**src/rtl/jmsf_pkg.sv**
```systemverilog
// Shared types and constants for the JPEG marker segment filter.
`timescale 1ns / 1ps

package jmsf_pkg;

	localparam int QUEUE_DEPTH_DEF = 4;

	// Marker byte values
	localparam logic [7:0] BYTE_FF   = 8'hFF;
	localparam logic [7:0] CODE_SOI  = 8'hD8;
	localparam logic [7:0] CODE_EOI  = 8'hD9;
	localparam logic [7:0] CODE_DQT  = 8'hDB;
	localparam logic [7:0] CODE_DHT  = 8'hC4;
	localparam logic [7:0] CODE_SOF0 = 8'hC0;
	localparam logic [7:0] CODE_SOF1 = 8'hC1;
	localparam logic [7:0] CODE_SOF2 = 8'hC2;
	localparam logic [7:0] CODE_SOS  = 8'hDA;
	localparam logic [7:0] CODE_DRI  = 8'hDD;

	// Result kinds
	localparam logic [1:0] KIND_DATA    = 2'd0;
	localparam logic [1:0] KIND_SUMMARY = 2'd1;
	localparam logic [1:0] KIND_ERROR   = 2'd2;

	// Error codes
	localparam logic [2:0] ERR_NONE        = 3'd0;
	localparam logic [2:0] ERR_NO_MARKER   = 3'd1;
	localparam logic [2:0] ERR_NO_SOI      = 3'd2;
	localparam logic [2:0] ERR_MARK_MISS   = 3'd3;
	localparam logic [2:0] ERR_EOI         = 3'd4;
	localparam logic [2:0] ERR_PROGRESSIVE = 3'd5;
	localparam logic [2:0] ERR_TRUNCATED   = 3'd6;
	localparam logic [2:0] ERR_BAD_LENGTH  = 3'd7;

	// Register map (word index)
	localparam logic REG_ALLOW_PROGRESSIVE = 1'b0;

	// At most one command per accepted byte: an optional FF beat, an optional
	// data beat and an optional tail (summary or error) beat, in that order.
	typedef struct packed {
		logic        pre_ff;
		logic        data_en;
		logic [7:0]  data;
		logic        tail_en;
		logic [1:0]  tail_kind;
		logic [2:0]  err;
		logic [15:0] width;
		logic [15:0] height;
		logic [31:0] length;
	} cmd_t;

endpackage

```
**src/rtl/jmsf_if.sv**
```systemverilog
// Valid/ready channel interfaces for the filter input and result streams.
`timescale 1ns / 1ps

interface jmsf_in_if;
	logic       valid;
	logic       ready;
	logic [7:0] in_byte;
	logic       in_last;

	modport source (output valid, output in_byte, output in_last, input ready);
	modport sink   (input valid, input in_byte, input in_last, output ready);
endinterface

interface jmsf_out_if;
	logic        valid;
	logic        ready;
	logic [1:0]  out_kind;
	logic [7:0]  out_byte;
	logic [15:0] image_width;
	logic [15:0] image_height;
	logic [31:0] emitted_length;
	logic [2:0]  error_code;
	logic        run_last;

	modport source (output valid, output out_kind, output out_byte, output image_width,
		output image_height, output emitted_length, output error_code, output run_last,
		input ready);
	modport sink   (input valid, input out_kind, input out_byte, input image_width,
		input image_height, input emitted_length, input error_code, input run_last,
		output ready);
endinterface

```
**src/rtl/jmsf_front.sv**
```systemverilog
// Byte parser: walks marker segments; at most one command per byte.
`timescale 1ns / 1ps

module jmsf_front (
	input  logic             clk,
	input  logic             arst_n,
	jmsf_in_if.sink          in_ch,
	input  logic             queue_full,
	input  logic             allow_progressive,
	output logic             push,
	output jmsf_pkg::cmd_t   cmd
);

	localparam logic [3:0] PH_FIRST = 4'd0;
	localparam logic [3:0] PH_SOI   = 4'd1;
	localparam logic [3:0] PH_MARK  = 4'd2;
	localparam logic [3:0] PH_CODE  = 4'd3;
	localparam logic [3:0] PH_LENHI = 4'd4;
	localparam logic [3:0] PH_LENLO = 4'd5;
	localparam logic [3:0] PH_BODY  = 4'd6;
	localparam logic [3:0] PH_SCAN  = 4'd7;
	localparam logic [3:0] PH_DRAIN = 4'd8;

	localparam logic [1:0] ACT_DROP   = 2'd0;
	localparam logic [1:0] ACT_COPY   = 2'd1;
	localparam logic [1:0] ACT_HEADER = 2'd2;

	logic [3:0]  phase_q, phase_d;
	logic [1:0]  action_q, action_d;
	logic [7:0]  len_hi_q, len_hi_d;
	logic [15:0] left_q, left_d;
	logic [2:0]  hidx_q, hidx_d;
	logic [15:0] width_q, width_d;
	logic [15:0] height_q, height_d;
	logic [31:0] total_q, total_d;

	logic        accept;
	logic        failed;
	logic [2:0]  fail_code;
	logic [1:0]  count_inc;
	logic [15:0] seg_len;
	logic [32:0] total_sum;
	logic [7:0]  b;

	assign in_ch.ready = !queue_full;
	assign accept      = in_ch.valid && in_ch.ready;
	assign b           = in_ch.in_byte;
	assign seg_len     = {len_hi_q, b};

	always_comb begin
		phase_d   = phase_q;
		action_d  = action_q;
		len_hi_d  = len_hi_q;
		left_d    = left_q;
		hidx_d    = hidx_q;
		width_d   = width_q;
		height_d  = height_q;
		failed    = 1'b0;
		fail_code = jmsf_pkg::ERR_NONE;
		count_inc = 2'd0;
		cmd       = '0;

		case (phase_q)
			PH_FIRST: begin
				if (b != jmsf_pkg::BYTE_FF) begin
					failed    = 1'b1;
					fail_code = jmsf_pkg::ERR_NO_MARKER;
				end else begin
					phase_d = PH_SOI;
				end
			end
			PH_SOI: begin
				if (b != jmsf_pkg::CODE_SOI) begin
					failed    = 1'b1;
					fail_code = jmsf_pkg::ERR_NO_SOI;
				end else begin
					cmd.pre_ff  = 1'b1;
					cmd.data_en = 1'b1;
					cmd.data    = b;
					phase_d     = PH_MARK;
				end
			end
			PH_MARK: begin
				if (b != jmsf_pkg::BYTE_FF) begin
					failed    = 1'b1;
					fail_code = jmsf_pkg::ERR_MARK_MISS;
				end else begin
					phase_d = PH_CODE;
				end
			end
			PH_CODE: begin
				if (b == jmsf_pkg::CODE_EOI) begin
					failed    = 1'b1;
					fail_code = jmsf_pkg::ERR_EOI;
				end else if (b == jmsf_pkg::CODE_SOS) begin
					cmd.pre_ff  = 1'b1;
					cmd.data_en = 1'b1;
					cmd.data    = b;
					count_inc   = 2'd2;
					phase_d     = PH_SCAN;
				end else if (b == jmsf_pkg::CODE_SOF2 && !allow_progressive) begin
					failed    = 1'b1;
					fail_code = jmsf_pkg::ERR_PROGRESSIVE;
				end else begin
					if (b == jmsf_pkg::CODE_SOF0 || b == jmsf_pkg::CODE_SOF1
						|| b == jmsf_pkg::CODE_SOF2) begin
						action_d = ACT_HEADER;
					end else if (b == jmsf_pkg::CODE_DQT || b == jmsf_pkg::CODE_DHT
						|| b == jmsf_pkg::CODE_DRI) begin
						action_d = ACT_COPY;
					end else begin
						action_d = ACT_DROP;
					end
					if (action_d != ACT_DROP) begin
						cmd.pre_ff  = 1'b1;
						cmd.data_en = 1'b1;
						cmd.data    = b;
						count_inc   = 2'd2;
					end
					phase_d = PH_LENHI;
				end
			end
			PH_LENHI: begin
				len_hi_d = b;
				if (action_q != ACT_DROP) begin
					cmd.data_en = 1'b1;
					cmd.data    = b;
					count_inc   = 2'd1;
				end
				phase_d = PH_LENLO;
			end
			PH_LENLO: begin
				if (action_q != ACT_DROP) begin
					cmd.data_en = 1'b1;
					cmd.data    = b;
					count_inc   = 2'd1;
				end
				if (seg_len < 16'd2 || (action_q == ACT_HEADER && seg_len < 16'd7)) begin
					failed    = 1'b1;
					fail_code = jmsf_pkg::ERR_BAD_LENGTH;
				end else begin
					left_d  = seg_len - 16'd2;
					hidx_d  = 3'd0;
					phase_d = (seg_len != 16'd2) ? PH_BODY : PH_MARK;
				end
			end
			PH_BODY: begin
				if (action_q != ACT_DROP) begin
					cmd.data_en = 1'b1;
					cmd.data    = b;
					count_inc   = 2'd1;
				end
				if (action_q == ACT_HEADER && hidx_q < 3'd5) begin
					case (hidx_q)
						3'd1:    height_d[15:8] = b;
						3'd2:    height_d[7:0]  = b;
						3'd3:    width_d[15:8]  = b;
						3'd4:    width_d[7:0]   = b;
						default: ;
					endcase
					hidx_d = hidx_q + 3'd1;
				end
				left_d = left_q - 16'd1;
				if (left_q == 16'd1) begin
					phase_d = PH_MARK;
				end
			end
			PH_SCAN: begin
				cmd.data_en = 1'b1;
				cmd.data    = b;
				count_inc   = 2'd1;
			end
			PH_DRAIN: ;
			default: phase_d = PH_DRAIN;
		endcase

		if (failed) begin
			phase_d       = PH_DRAIN;
			cmd.tail_en   = 1'b1;
			cmd.tail_kind = jmsf_pkg::KIND_ERROR;
			cmd.err       = fail_code;
		end

		// Saturate the emitted count at all ones
		total_sum = {1'b0, total_q} + {31'd0, count_inc};
		total_d   = total_sum[32] ? '1 : total_sum[31:0];

		if (in_ch.in_last) begin
			if (!failed) begin
				if (phase_d == PH_SCAN) begin
					cmd.tail_en   = 1'b1;
					cmd.tail_kind = jmsf_pkg::KIND_SUMMARY;
					cmd.width     = width_d;
					cmd.height    = height_d;
					cmd.length    = total_d;
				end else if (phase_d != PH_DRAIN) begin
					cmd.tail_en   = 1'b1;
					cmd.tail_kind = jmsf_pkg::KIND_ERROR;
					cmd.err       = jmsf_pkg::ERR_TRUNCATED;
				end
			end
			phase_d  = PH_FIRST;
			action_d = ACT_DROP;
			len_hi_d = '0;
			left_d   = '0;
			hidx_d   = '0;
			width_d  = '0;
			height_d = '0;
			total_d  = '0;
		end
	end

	assign push = accept && (cmd.pre_ff || cmd.data_en || cmd.tail_en);

	always_ff @(posedge clk or negedge arst_n) begin
		if (!arst_n) begin
			phase_q  <= PH_FIRST;
			action_q <= ACT_DROP;
			len_hi_q <= '0;
			left_q   <= '0;
			hidx_q   <= '0;
			width_q  <= '0;
			height_q <= '0;
			total_q  <= '0;
		end else if (accept) begin
			phase_q  <= phase_d;
			action_q <= action_d;
			len_hi_q <= len_hi_d;
			left_q   <= left_d;
			hidx_q   <= hidx_d;
			width_q  <= width_d;
			height_q <= height_d;
			total_q  <= total_d;
		end
	end

endmodule

```
**src/rtl/jmsf_cmd_queue.sv**
```systemverilog
// Short command queue between the parser and the result sequencer.
`timescale 1ns / 1ps

module jmsf_cmd_queue #(
	parameter int DEPTH = jmsf_pkg::QUEUE_DEPTH_DEF
) (
	input  logic           clk,
	input  logic           arst_n,
	input  logic           push,
	input  jmsf_pkg::cmd_t push_cmd,
	input  logic           pop,
	output jmsf_pkg::cmd_t head,
	output logic           empty,
	output logic           full
);

	localparam int PTR_W = (DEPTH > 1) ? $clog2(DEPTH) : 1;
	localparam int CNT_W = $clog2(DEPTH + 1);
	localparam logic [PTR_W-1:0] PTR_LAST = PTR_W'(DEPTH - 1);
	localparam logic [CNT_W-1:0] CNT_FULL = CNT_W'(DEPTH);

	jmsf_pkg::cmd_t   entries_q [DEPTH];
	logic [PTR_W-1:0] wr_ptr_q, rd_ptr_q;
	logic [CNT_W-1:0] count_q;

	assign head  = entries_q[rd_ptr_q];
	assign empty = (count_q == '0);
	assign full  = (count_q == CNT_FULL);

	always_ff @(posedge clk) begin
		if (push) begin
			entries_q[wr_ptr_q] <= push_cmd;
		end
	end

	always_ff @(posedge clk or negedge arst_n) begin
		if (!arst_n) begin
			wr_ptr_q <= '0;
			rd_ptr_q <= '0;
			count_q  <= '0;
		end else begin
			if (push) begin
				wr_ptr_q <= (wr_ptr_q == PTR_LAST) ? '0 : wr_ptr_q + 1'b1;
			end
			if (pop) begin
				rd_ptr_q <= (rd_ptr_q == PTR_LAST) ? '0 : rd_ptr_q + 1'b1;
			end
			if (push && !pop) begin
				count_q <= count_q + 1'b1;
			end else if (pop && !push) begin
				count_q <= count_q - 1'b1;
			end
		end
	end

endmodule

```
**src/rtl/jmsf_back.sv**
```systemverilog
// Result sequencer: expands commands into result beats through an output register.
`timescale 1ns / 1ps

module jmsf_back (
	input  logic           clk,
	input  logic           arst_n,
	input  jmsf_pkg::cmd_t head,
	input  logic           empty,
	output logic           pop,
	jmsf_out_if.source     out_ch
);

	logic        valid_q;
	logic [1:0]  kind_q;
	logic [7:0]  byte_q;
	logic [15:0] width_q;
	logic [15:0] height_q;
	logic [31:0] length_q;
	logic [2:0]  err_q;
	logic        last_q;

	// Beats of the head command already sent: bit 0 FF, bit 1 data, bit 2 tail
	logic [2:0]  used_q;
	logic [2:0]  remain;
	logic [2:0]  pick;
	logic        pick_last;
	logic        load;

	assign remain    = {head.tail_en, head.data_en, head.pre_ff} & ~used_q;
	assign pick      = remain & (~remain + 3'd1);
	assign pick_last = (remain == pick);
	assign load      = !empty && (!valid_q || out_ch.ready);
	assign pop       = load && pick_last;

	always_ff @(posedge clk or negedge arst_n) begin
		if (!arst_n) begin
			valid_q <= 1'b0;
			used_q  <= '0;
		end else if (load) begin
			valid_q <= 1'b1;
			used_q  <= pick_last ? 3'd0 : (used_q | pick);
		end else if (out_ch.ready) begin
			valid_q <= 1'b0;
		end
	end

	always_ff @(posedge clk) begin
		if (load) begin
			last_q <= pick_last;
			if (pick[2]) begin
				kind_q   <= head.tail_kind;
				byte_q   <= '0;
				width_q  <= head.width;
				height_q <= head.height;
				length_q <= head.length;
				err_q    <= head.err;
			end else begin
				kind_q   <= jmsf_pkg::KIND_DATA;
				byte_q   <= pick[0] ? jmsf_pkg::BYTE_FF : head.data;
				width_q  <= '0;
				height_q <= '0;
				length_q <= '0;
				err_q    <= jmsf_pkg::ERR_NONE;
			end
		end
	end

	assign out_ch.valid          = valid_q;
	assign out_ch.out_kind       = kind_q;
	assign out_ch.out_byte       = byte_q;
	assign out_ch.image_width    = width_q;
	assign out_ch.image_height   = height_q;
	assign out_ch.emitted_length = length_q;
	assign out_ch.error_code     = err_q;
	assign out_ch.run_last       = last_q;

endmodule

```
**src/rtl/jpeg_marker_segment_filter_top.sv**
```systemverilog
// Top level of the JPEG marker segment filter: parser, command queue, sequencer, register.
// Path: each accepted byte's command is queued, then its beats load the output register.
// Throughput: one byte per cycle while the queue has room; the sequencer sends one
//   result beat per cycle while the receiver is ready, so a marker code or final byte
//   that yields two or three beats is absorbed by the QUEUE_DEPTH-entry command queue.
// Reset: arst_n clears the parser to expect the first marker byte, empties the queue and
//   output register, and sets allow_progressive to 0; no clearing pass follows.
`timescale 1ns / 1ps

module jpeg_marker_segment_filter_top #(
	parameter int QUEUE_DEPTH = jmsf_pkg::QUEUE_DEPTH_DEF
) (
	input  logic        clk,
	input  logic        arst_n,
	jmsf_in_if.sink     in_ch,
	jmsf_out_if.source  out_ch,
	input  logic        psel,
	input  logic        penable,
	input  logic        pwrite,
	input  logic [2:0]  paddr,
	input  logic [31:0] pwdata,
	output logic [31:0] prdata,
	output logic        pready
);

	// Configuration register. The word index sits above the byte offset bits;
	// writes to any other word are ignored and read back as zero.
	logic allow_prog_q;
	logic cfg_write;
	logic sel_allow;

	assign pready    = 1'b1;
	assign sel_allow = (paddr[2] == jmsf_pkg::REG_ALLOW_PROGRESSIVE);
	assign cfg_write = psel && penable && pwrite && pready;
	assign prdata    = sel_allow ? {31'd0, allow_prog_q} : 32'd0;

	always_ff @(posedge clk or negedge arst_n) begin
		if (!arst_n) begin
			allow_prog_q <= 1'b0;
		end else if (cfg_write && sel_allow) begin
			allow_prog_q <= pwdata[0];
		end
	end

	// Front to back command path
	jmsf_pkg::cmd_t push_cmd;
	jmsf_pkg::cmd_t head_cmd;
	logic           push;
	logic           pop;
	logic           q_empty;
	logic           q_full;

	// Parser: accepts a byte whenever the queue has room, advances the segment
	// walk and issues the command for that byte's result beats.
	jmsf_front u_front (
		.clk               (clk),
		.arst_n            (arst_n),
		.in_ch             (in_ch),
		.queue_full        (q_full),
		.allow_progressive (allow_prog_q),
		.push              (push),
		.cmd               (push_cmd)
	);

	// Decouple the parser from output stalls
	jmsf_cmd_queue #(
		.DEPTH (QUEUE_DEPTH)
	) u_queue (
		.clk      (clk),
		.arst_n   (arst_n),
		.push     (push),
		.push_cmd (push_cmd),
		.pop      (pop),
		.head     (head_cmd),
		.empty    (q_empty),
		.full     (q_full)
	);

	// Sequencer: sends the head command's beats in order, one per cycle while the receiver
	// is ready, marking run_last on the final one.
	jmsf_back u_back (
		.clk    (clk),
		.arst_n (arst_n),
		.head   (head_cmd),
		.empty  (q_empty),
		.pop    (pop),
		.out_ch (out_ch)
	);

endmodule

```
**src/flat_wrapper.sv**
```systemverilog
// flat-port wrapper written by rule: the top's interface ports become plain ports
module jpeg_marker_segment_filter_top_flat 
#(
	parameter int QUEUE_DEPTH = jmsf_pkg::QUEUE_DEPTH_DEF
)
  (clk, arst_n, psel, penable, pwrite, paddr, pwdata, prdata, pready, in_ch_valid, in_ch_in_byte, in_ch_in_last, in_ch_ready, out_ch_valid, out_ch_out_kind, out_ch_out_byte, out_ch_image_width, out_ch_image_height, out_ch_emitted_length, out_ch_error_code, out_ch_run_last, out_ch_ready);
  jmsf_in_if in_ch_i ();
  jmsf_out_if out_ch_i ();
  input  logic clk;
  input  logic arst_n;
  input  logic psel;
  input  logic penable;
  input  logic pwrite;
  input  logic [2:0] paddr;
  input  logic [31:0] pwdata;
  output logic [31:0] prdata;
  output logic pready;
  input wire logic [$bits(in_ch_i.valid)-1:0] in_ch_valid;
  input wire logic [$bits(in_ch_i.in_byte)-1:0] in_ch_in_byte;
  input wire logic [$bits(in_ch_i.in_last)-1:0] in_ch_in_last;
  output wire logic [$bits(in_ch_i.ready)-1:0] in_ch_ready;
  output wire logic [$bits(out_ch_i.valid)-1:0] out_ch_valid;
  output wire logic [$bits(out_ch_i.out_kind)-1:0] out_ch_out_kind;
  output wire logic [$bits(out_ch_i.out_byte)-1:0] out_ch_out_byte;
  output wire logic [$bits(out_ch_i.image_width)-1:0] out_ch_image_width;
  output wire logic [$bits(out_ch_i.image_height)-1:0] out_ch_image_height;
  output wire logic [$bits(out_ch_i.emitted_length)-1:0] out_ch_emitted_length;
  output wire logic [$bits(out_ch_i.error_code)-1:0] out_ch_error_code;
  output wire logic [$bits(out_ch_i.run_last)-1:0] out_ch_run_last;
  input wire logic [$bits(out_ch_i.ready)-1:0] out_ch_ready;
  assign in_ch_i.valid = in_ch_valid;
  assign in_ch_i.in_byte = in_ch_in_byte;
  assign in_ch_i.in_last = in_ch_in_last;
  assign in_ch_ready = in_ch_i.ready;
  assign out_ch_valid = out_ch_i.valid;
  assign out_ch_out_kind = out_ch_i.out_kind;
  assign out_ch_out_byte = out_ch_i.out_byte;
  assign out_ch_image_width = out_ch_i.image_width;
  assign out_ch_image_height = out_ch_i.image_height;
  assign out_ch_emitted_length = out_ch_i.emitted_length;
  assign out_ch_error_code = out_ch_i.error_code;
  assign out_ch_run_last = out_ch_i.run_last;
  assign out_ch_i.ready = out_ch_ready;
  jpeg_marker_segment_filter_top #(.QUEUE_DEPTH(QUEUE_DEPTH)) u_core (.clk(clk), .arst_n(arst_n), .in_ch(in_ch_i), .out_ch(out_ch_i), .psel(psel), .penable(penable), .pwrite(pwrite), .paddr(paddr), .pwdata(pwdata), .prdata(prdata), .pready(pready));
endmodule
```
**config.mk**
```make
export PLATFORM = sky130hd
export DESIGN_NAME = jpeg_marker_segment_filter_top_flat
export DESIGN_NICKNAME = d
export VERILOG_FILES = /design/src/rtl/jmsf_pkg.sv /design/src/rtl/jmsf_if.sv /design/src/rtl/jmsf_front.sv /design/src/rtl/jmsf_cmd_queue.sv /design/src/rtl/jmsf_back.sv /design/src/rtl/jpeg_marker_segment_filter_top.sv /design/src/flat_wrapper.sv
export SDC_FILE = /design/constraint.sdc
export NUM_CORES = 1
export LEC_CHECK = 0
export BUFFER_PORTS_ARGS = -buffer_cell sky130_fd_sc_hd__buf_2
export CORE_MARGIN = 4
export CORE_UTILIZATION = 40
export DETAILED_ROUTE_END_ITERATION = 7
export SYNTH_ARGS = -nofsm -noshare
export SYNTH_HDL_FRONTEND = slang
export SYNTH_SLANG_ARGS = --single-unit
```
**constraint.sdc**
```tcl
create_clock -name clk -period 8.4 [get_ports clk]
set_input_delay 1.26 -clock clk [delete_from_list [all_inputs] [get_ports clk]]
set_output_delay 1.26 -clock clk [all_outputs]
set_load 0.01 [all_outputs]
```
# Yosys cells after proc, flatten, opt, wreduce, memory -nomap -nowiden
# Memory sizes are Yosys's and may differ from the RTL's.
# Cells that the tools add are included.
dict set report op_classes {
  add_sub_neg 9
  magnitude_cmp 3
  n_eq_ne 36
  muxes 91
  bitwise_logic 6
  reduce_logical 42
}
# op count
set op_table {}
lappend op_table {{$mux 70} 2}
lappend op_table {{$mux 16} 8}
lappend op_table {{$eq 8x8->1 const B} 8}
lappend op_table {{$mux 32} 2}
lappend op_table {{$mux 64} 1}
lappend op_table {{$mux 8} 7}
lappend op_table {{$mux 10} 5}
lappend op_table {{$mux 4} 10}
lappend op_table {{$mux 3} 13}
lappend op_table {{$mux 2} 18}
lappend op_table {{$pmux 9 s4} 1}
lappend op_table {{$add 32x2->33} 1}
lappend op_table {{$pmux 16 s2} 1}
lappend op_table {{$pmux 4 s8} 1}
lappend op_table {{$eq 4x3->1 const B} 5}
lappend op_table {{$eq 16x1->1 const B} 1}
lappend op_table {{$lt 16x2->1 const B} 1}
lappend op_table {{$lt 16x3->1 const B} 1}
lappend op_table {{$ne 16x2->1 const B} 1}
lappend op_table {{$ne 8x8->1 const B} 2}
lappend op_table {{$sub 16x1->16 const B} 1}
lappend op_table {{$sub 16x2->16 const B} 1}
lappend op_table {{$pmux 3 s5} 1}
lappend op_table {{$mux 1} 14}
lappend op_table {{other kinds (38)} 81}
dict set report word_totals {
  regBits 187
  mem_bits_rw 320
  input_bits 51
  n_memories 1
}
# memory depth width read_ports rd_ports_with_merged_regs write_ports line_no
set memory_table {}
lappend memory_table {u_core.u_queue.entries_q 4 80 1 0 1 jmsf_cmd_queue.sv:22} ;# jmsf_pkg::cmd_t entries_q [DEPTH];

# Logic depth before layout (Yosys ltp)
dict set report depth {
  depth_word 26
  depth_mapped 15
  mapped_depth_nobuf 12
}

# Hierarchy
# From an unflattened synthesis, not the netlist that was laid out.
dict set report hier_totals {
  hier_cells 1593
  hier_area_um2 22789.4
}
# mod instances cells_per_inst area_per_inst_um2 seq_area_each_um2
set by_module_without_submodules {}
lappend by_module_without_submodules {jmsf_cmd_queue 1 455 12041.5 9784.4}
lappend by_module_without_submodules {jmsf_front 1 902 7290.7 2427.3}
lappend by_module_without_submodules {jmsf_back 1 198 3155.5 2442.3}
lappend by_module_without_submodules {jpeg_marker_segment_filter_top 1 38 301.5 25.0}

# Worst setup path before layout
# Ideal clock, no wire load.
dict set report synth_path {
  kind {input to register}
  startpoint {input out_ch_ready}
  endpoint {register u_core.u_queue.count_q[1]}
  setup_ns 0.125
  t_arrival_ns 6.993
  required_ns 8.275
  setup_slack_ns 1.283
  cell_stages 7
  n_path_buf 0
  cell_sequence {inv_1 > a21oi_1 > nand2_1 > ha_1 > inv_1 > fa_1 > mux2_2}
}
dict set report synth_between {
  elab_chain_cells 6
  elab_cells_between_ends 8
  classes_between {1 x mux; 7 x reduce/logical}
}
# element line_no
set synth_rtl {}
lappend synth_rtl {{from (decl)} flat_wrapper.sv:30} ;# input wire logic [$bits(out_ch_i.ready)-1:0] out_ch_ready;
lappend synth_rtl {{$logic_or 1x1->1 (*)} jmsf_back.sv:32} ;# assign load = !empty && (!valid_q || out_ch.ready);
lappend synth_rtl {{$logic_and 1x1->1 (*)} jmsf_back.sv:32}
lappend synth_rtl {{net u_core.u_back.load} jmsf_back.sv:27} ;# logic load;
lappend synth_rtl {{$logic_and 1x1->1 (*)} jmsf_back.sv:33} ;# assign pop = load && pick_last;
lappend synth_rtl {{$logic_not 1->1} jmsf_cmd_queue.sv:48} ;# if (push && !pop) begin
lappend synth_rtl {{$logic_and 1x1->1} jmsf_cmd_queue.sv:48}
lappend synth_rtl {{$mux 3 / $reduce_bool 2->1 (equally long branches)} -}
lappend synth_rtl {{to (signal assigned)} jmsf_cmd_queue.sv:49} ;# count_q <= count_q + 1'b1;
lappend synth_rtl {{to (signal assigned)} jmsf_cmd_queue.sv:51} ;# count_q <= count_q - 1'b1;
lappend synth_rtl {{to (decl)} jmsf_cmd_queue.sv:24} ;# logic [CNT_W-1:0] count_q;
# The timed path passes the listed nets; every way through them passes the cells marked *.
# A chain may end at the register's enable or synchronous reset.

==> run_results.csv <==
group,metric,value,unit
clocking,h_tree_depth_reported_by_cts,2,
synthesis,postSynthAreaPerCell,14.1,µm²
clocking,tritoncts,"built",
setup_path,cp_max_fo,20,
route,detail_route.wirelength,49.7,mm
clocking,cts_hold_buf,0,
synthesis,synth_top_area_share,53.3,%
sta,worst_slew_pin_slew,1250,ps
sta,timing.final.crit_share,67.6,%
sta,timing.clock.skew,13.7,ps
synthesis,synth.ff_latch_count,507,
floorplanning,floorplan.io_pins,164,
setup_path,cp_data_arrival_time,5990,ps
layout,area_taken_by_multi_input_logic_gates,7030,µm²
route,post-route-drc-count,0,
synthesis,seq_area_frac_synth,65.5,%
synthesis,synth_cells,1594,
clocking,cts.clk_slew.worst_paths,60,ps
sta,final-setup-viol-count,0,
sta,rsz0062_at_grt,"false",
setup_path,timing.critical_path.slowest_cell_delay,950,ps
synthesis,netlist_top_cells_area,"sky130_fd_sc_hd__edfxtp_1, sky130_fd_sc_hd__dfrtp_1, sky130_fd_sc_hd__mux4_2",
setup_path,critical_path.slowest_cell,"sky130_fd_sc_hd__nor4_1",
sta,totalNegativeSetupSlack,0,ps
setup_path,critPathLaunchType,"input pin",
placement,gp_congestion,0.861,
floorplanning,die_area,59900,µm²
run_status,status,"finished, final reports clean",
route,drt_pass1_iterations,5,
pwr,power_leakage,9.27,nW
clocking,clk_root_buffer_cell,"sky130_fd_sc_hd__clkbuf_16",
synthesis,synth-warning-count,0,
global_route,grt_first_pass_wirelength,78.7,mm
run,max_cap_viol,0,
floorplanning,die_x,245,µm
clocking,cts_resized,0,
global_route,grt_start_max_net_pins,78,
layout,most-common-layout-cells,"sky130_fd_sc_hd__edfxtp_1, sky130_fd_sc_hd__nand2_1, sky130_fd_sc_hd__dfrtp_1",
synthesis,synth-edff-count,398,
layout,fill_cells,4926,
pwr,p_total,7.97,mW
synthesis,ys_async_sr_fraction,21.5,%
layout,leading_cell_type_in_the_layout_fill_and_taps_excluded,"sky130_fd_sc_hd__edfxtp_1",
clocking,clock_path_buffers,3,
synthesis,netlist.top_cell.by_area,"sky130_fd_sc_hd__edfxtp_1",
layout,n_antenna_cell,0,
pwr,power.density,316,nW/µm²
placement,placement.cell_area,23400,µm²
worst_hold_path,worstHoldPathType,"flip-flop to flip-flop",
synthesis,post_synth_instance_area,22400,µm²
route,route.vias.total,13400,
setup_path,cp_data_required_time,8710,ps
floorplanning,initial_cell_density_of_the_core,40.5,%
placement,dp.cells,2347,
clocking,postCtsSetupRepairBufs,0,
route,via_per_inst,5.48,
synthesis,synth_top_flop_cell,"sky130_fd_sc_hd__edfxtp_1",
layout,area.growth.synth_to_final,12.8,%
clocking,numCtsBuffers,54,
clocking,cts.sinks,507,
route,detail-route-antenna-nets,0,
sta,slew_headroom,16.5,%
layout,drive_gt1_share,18.3,%
synthesis,synthDistinctLibCells,77,
floorplanning,placeable_area,55300,µm²
layout,seq_area,14700,µm²
floorplanning,placementRows,86,
layout,fin_nets,1725,
setup_path,cp_cell_sequence,"buf_2 -> nor4_1 -> nand4_1 -> and3b_1 -> a21oi_1 -> inv_1 -> ha_1 -> a21oi_1 -> nor3_1 -> nand3_1 -> o21ai_0 -> a21oi_1 -> a311oi_1",
clocking,worstSkewPairLatency,590,ps
sta,timing_hold_violations_final,0,
sta,final_number_of_max_transition_violations,0,
placement,count_of_input_and_output_buffers,98,
global_route,grt_util_overall,16.6,%
global_route,grt_overflow_total,0,
pwr,vdd_ir_drop_max,0.187,mV
global_route,grt_antenna_before_repair,1,
placement,dp.final_hpwl,29.8,mm
layout,postLayoutCellArea,25300,µm²
route,avgRoutedWirePerCell,20.3,µm
setup_path,setup.worst_path.class,"input pin to flip-flop",
layout,finish.cell_count_without_fillers,2448,
global_route,vias_in_the_first_global_route,13600,
floorplanning,die_height,245,µm
setup_path,critical_path.most_common_cell,"sky130_fd_sc_hd__a21oi_1",
route,dr.first_iter.drc_count,1124,
sta,finalWorstPathRequiredPeriod,5680,ps
setup_path,cp-end-kind,"flip-flop",
sta,max_clock_freq,176,MHz
## final timing paths
check	from	end	slack [ps]	depth (start not counted)
min in group asynchronous	arst_n	u_core.allow_prog_q	630	1
hold / removal	u_core.u_front.height_q[4]	u_core.u_front.height_q[4]	480	2
max in group asynchronous	arst_n	u_core.u_front.total_q[18]	6310	2
setup reg to reg	u_core.allow_prog_q	u_core.u_queue.entries_q[2][29]	3920	12
hold reg to reg	u_core.u_front.height_q[4]	u_core.u_front.height_q[4]	480	2
setup / recovery	in_ch_in_byte[3]	u_core.u_queue.entries_q[2][29]	2720	13
## sequential cells by signal, indices dropped and copies added (netlist names), 4 cells and up
name / cells
u_core.u_back.out_ch.out_byte: 8
u_core.u_front.phase_q: 4
u_core.u_front.left_q: 16
u_core.u_front.total_q: 32
u_core.u_back.out_ch.emitted_length: 32
u_core.u_front.height_q: 16
u_core.u_queue.entries_q: 320
u_core.u_back.out_ch.image_height: 16
u_core.u_front.len_hi_q: 8
u_core.u_front.width_q: 16
u_core.u_back.out_ch.image_width: 16
## cell type report
| class | instances | area share [%] |
|---|---|---|
| clock buffer | 72 | 5.91 |
| clock inverter | 28 | 1.35 |
| inverter | 31 | 0.461 |
| multi-input combinational | 942 | 27.8 |
| sequential | 507 | 58.1 |
| tap | 748 | 3.71 |
| timing repair buffer | 120 | 2.60 |
## stage by stage
step	hold slack (ps)	util (%)	setup slack [ps]
after detailed placement	470	42.3	2250
final	480	45.7	2720
after floorplan	450	-	1280
after global placement	462	42.3	2340
after CTS	484	45.7	2900
after global routing	505	45.7	2350
## per-layer routing
| metal | up-vias | global-route usage, % | routed length, µm |
|---|---|---|---|
| li1 | 6165 | - | - |
| met1 | 6860 | 22.8 | 21700 |
| met2 | 321 | 27.3 | 24500 |
| met3 | 74 | 3.00 | 2310 |
| met4 | 0 | 4.82 | 1270 |
| met5 | - | 0 | 0 |
## where the power goes
part | internal [mW] | leakage (nW) | switching [mW]
registers | 3.38 | 5.20 | 0.205
clock network | 1.49 | 0.887 | 0.968
logic | 0.814 | 3.18 | 1.12
total | 5.68 | 9.27 | 2.29
## synth_stat cells, types with 18 or more instances
cell type / number
sky130_fd_sc_hd__buf_4: 32
sky130_fd_sc_hd__and3_1: 81
sky130_fd_sc_hd__xor2_1: 18
sky130_fd_sc_hd__o21ai_0: 84
sky130_fd_sc_hd__dfrtp_1: 109
sky130_fd_sc_hd__nand3_1: 22
sky130_fd_sc_hd__a22oi_1: 19
sky130_fd_sc_hd__edfxtp_1: 398
sky130_fd_sc_hd__nand2_1: 116
sky130_fd_sc_hd__inv_1: 31
sky130_fd_sc_hd__nor3_1: 25
sky130_fd_sc_hd__mux4_2: 79
sky130_fd_sc_hd__nor2_1: 94
sky130_fd_sc_hd__a21oi_1: 84
sky130_fd_sc_hd__nor4_1: 18
sky130_fd_sc_hd__clkbuf_1: 93
sky130_fd_sc_hd__and2_1: 18
## kinds of logic after synthesis
group           Yosys count  share of synthesized area, %
flops                   507                          65.5
simple gates            437                          9.91
compound gates          317                          9.28
buf+inv                 175                          3.76
mux                     102                          9.01
xor+xnor                 35                          1.37
fa+ha+maj                19                          1.12
other cells               2                        0.0335
## critical path: cells and delay by family
family          cells  cell delay, ps
simple gates        5            2310
buf+inv             2             380
compound gates      5            1690
fa+ha+maj           1             320
Power figures use the tool's default switching activity.
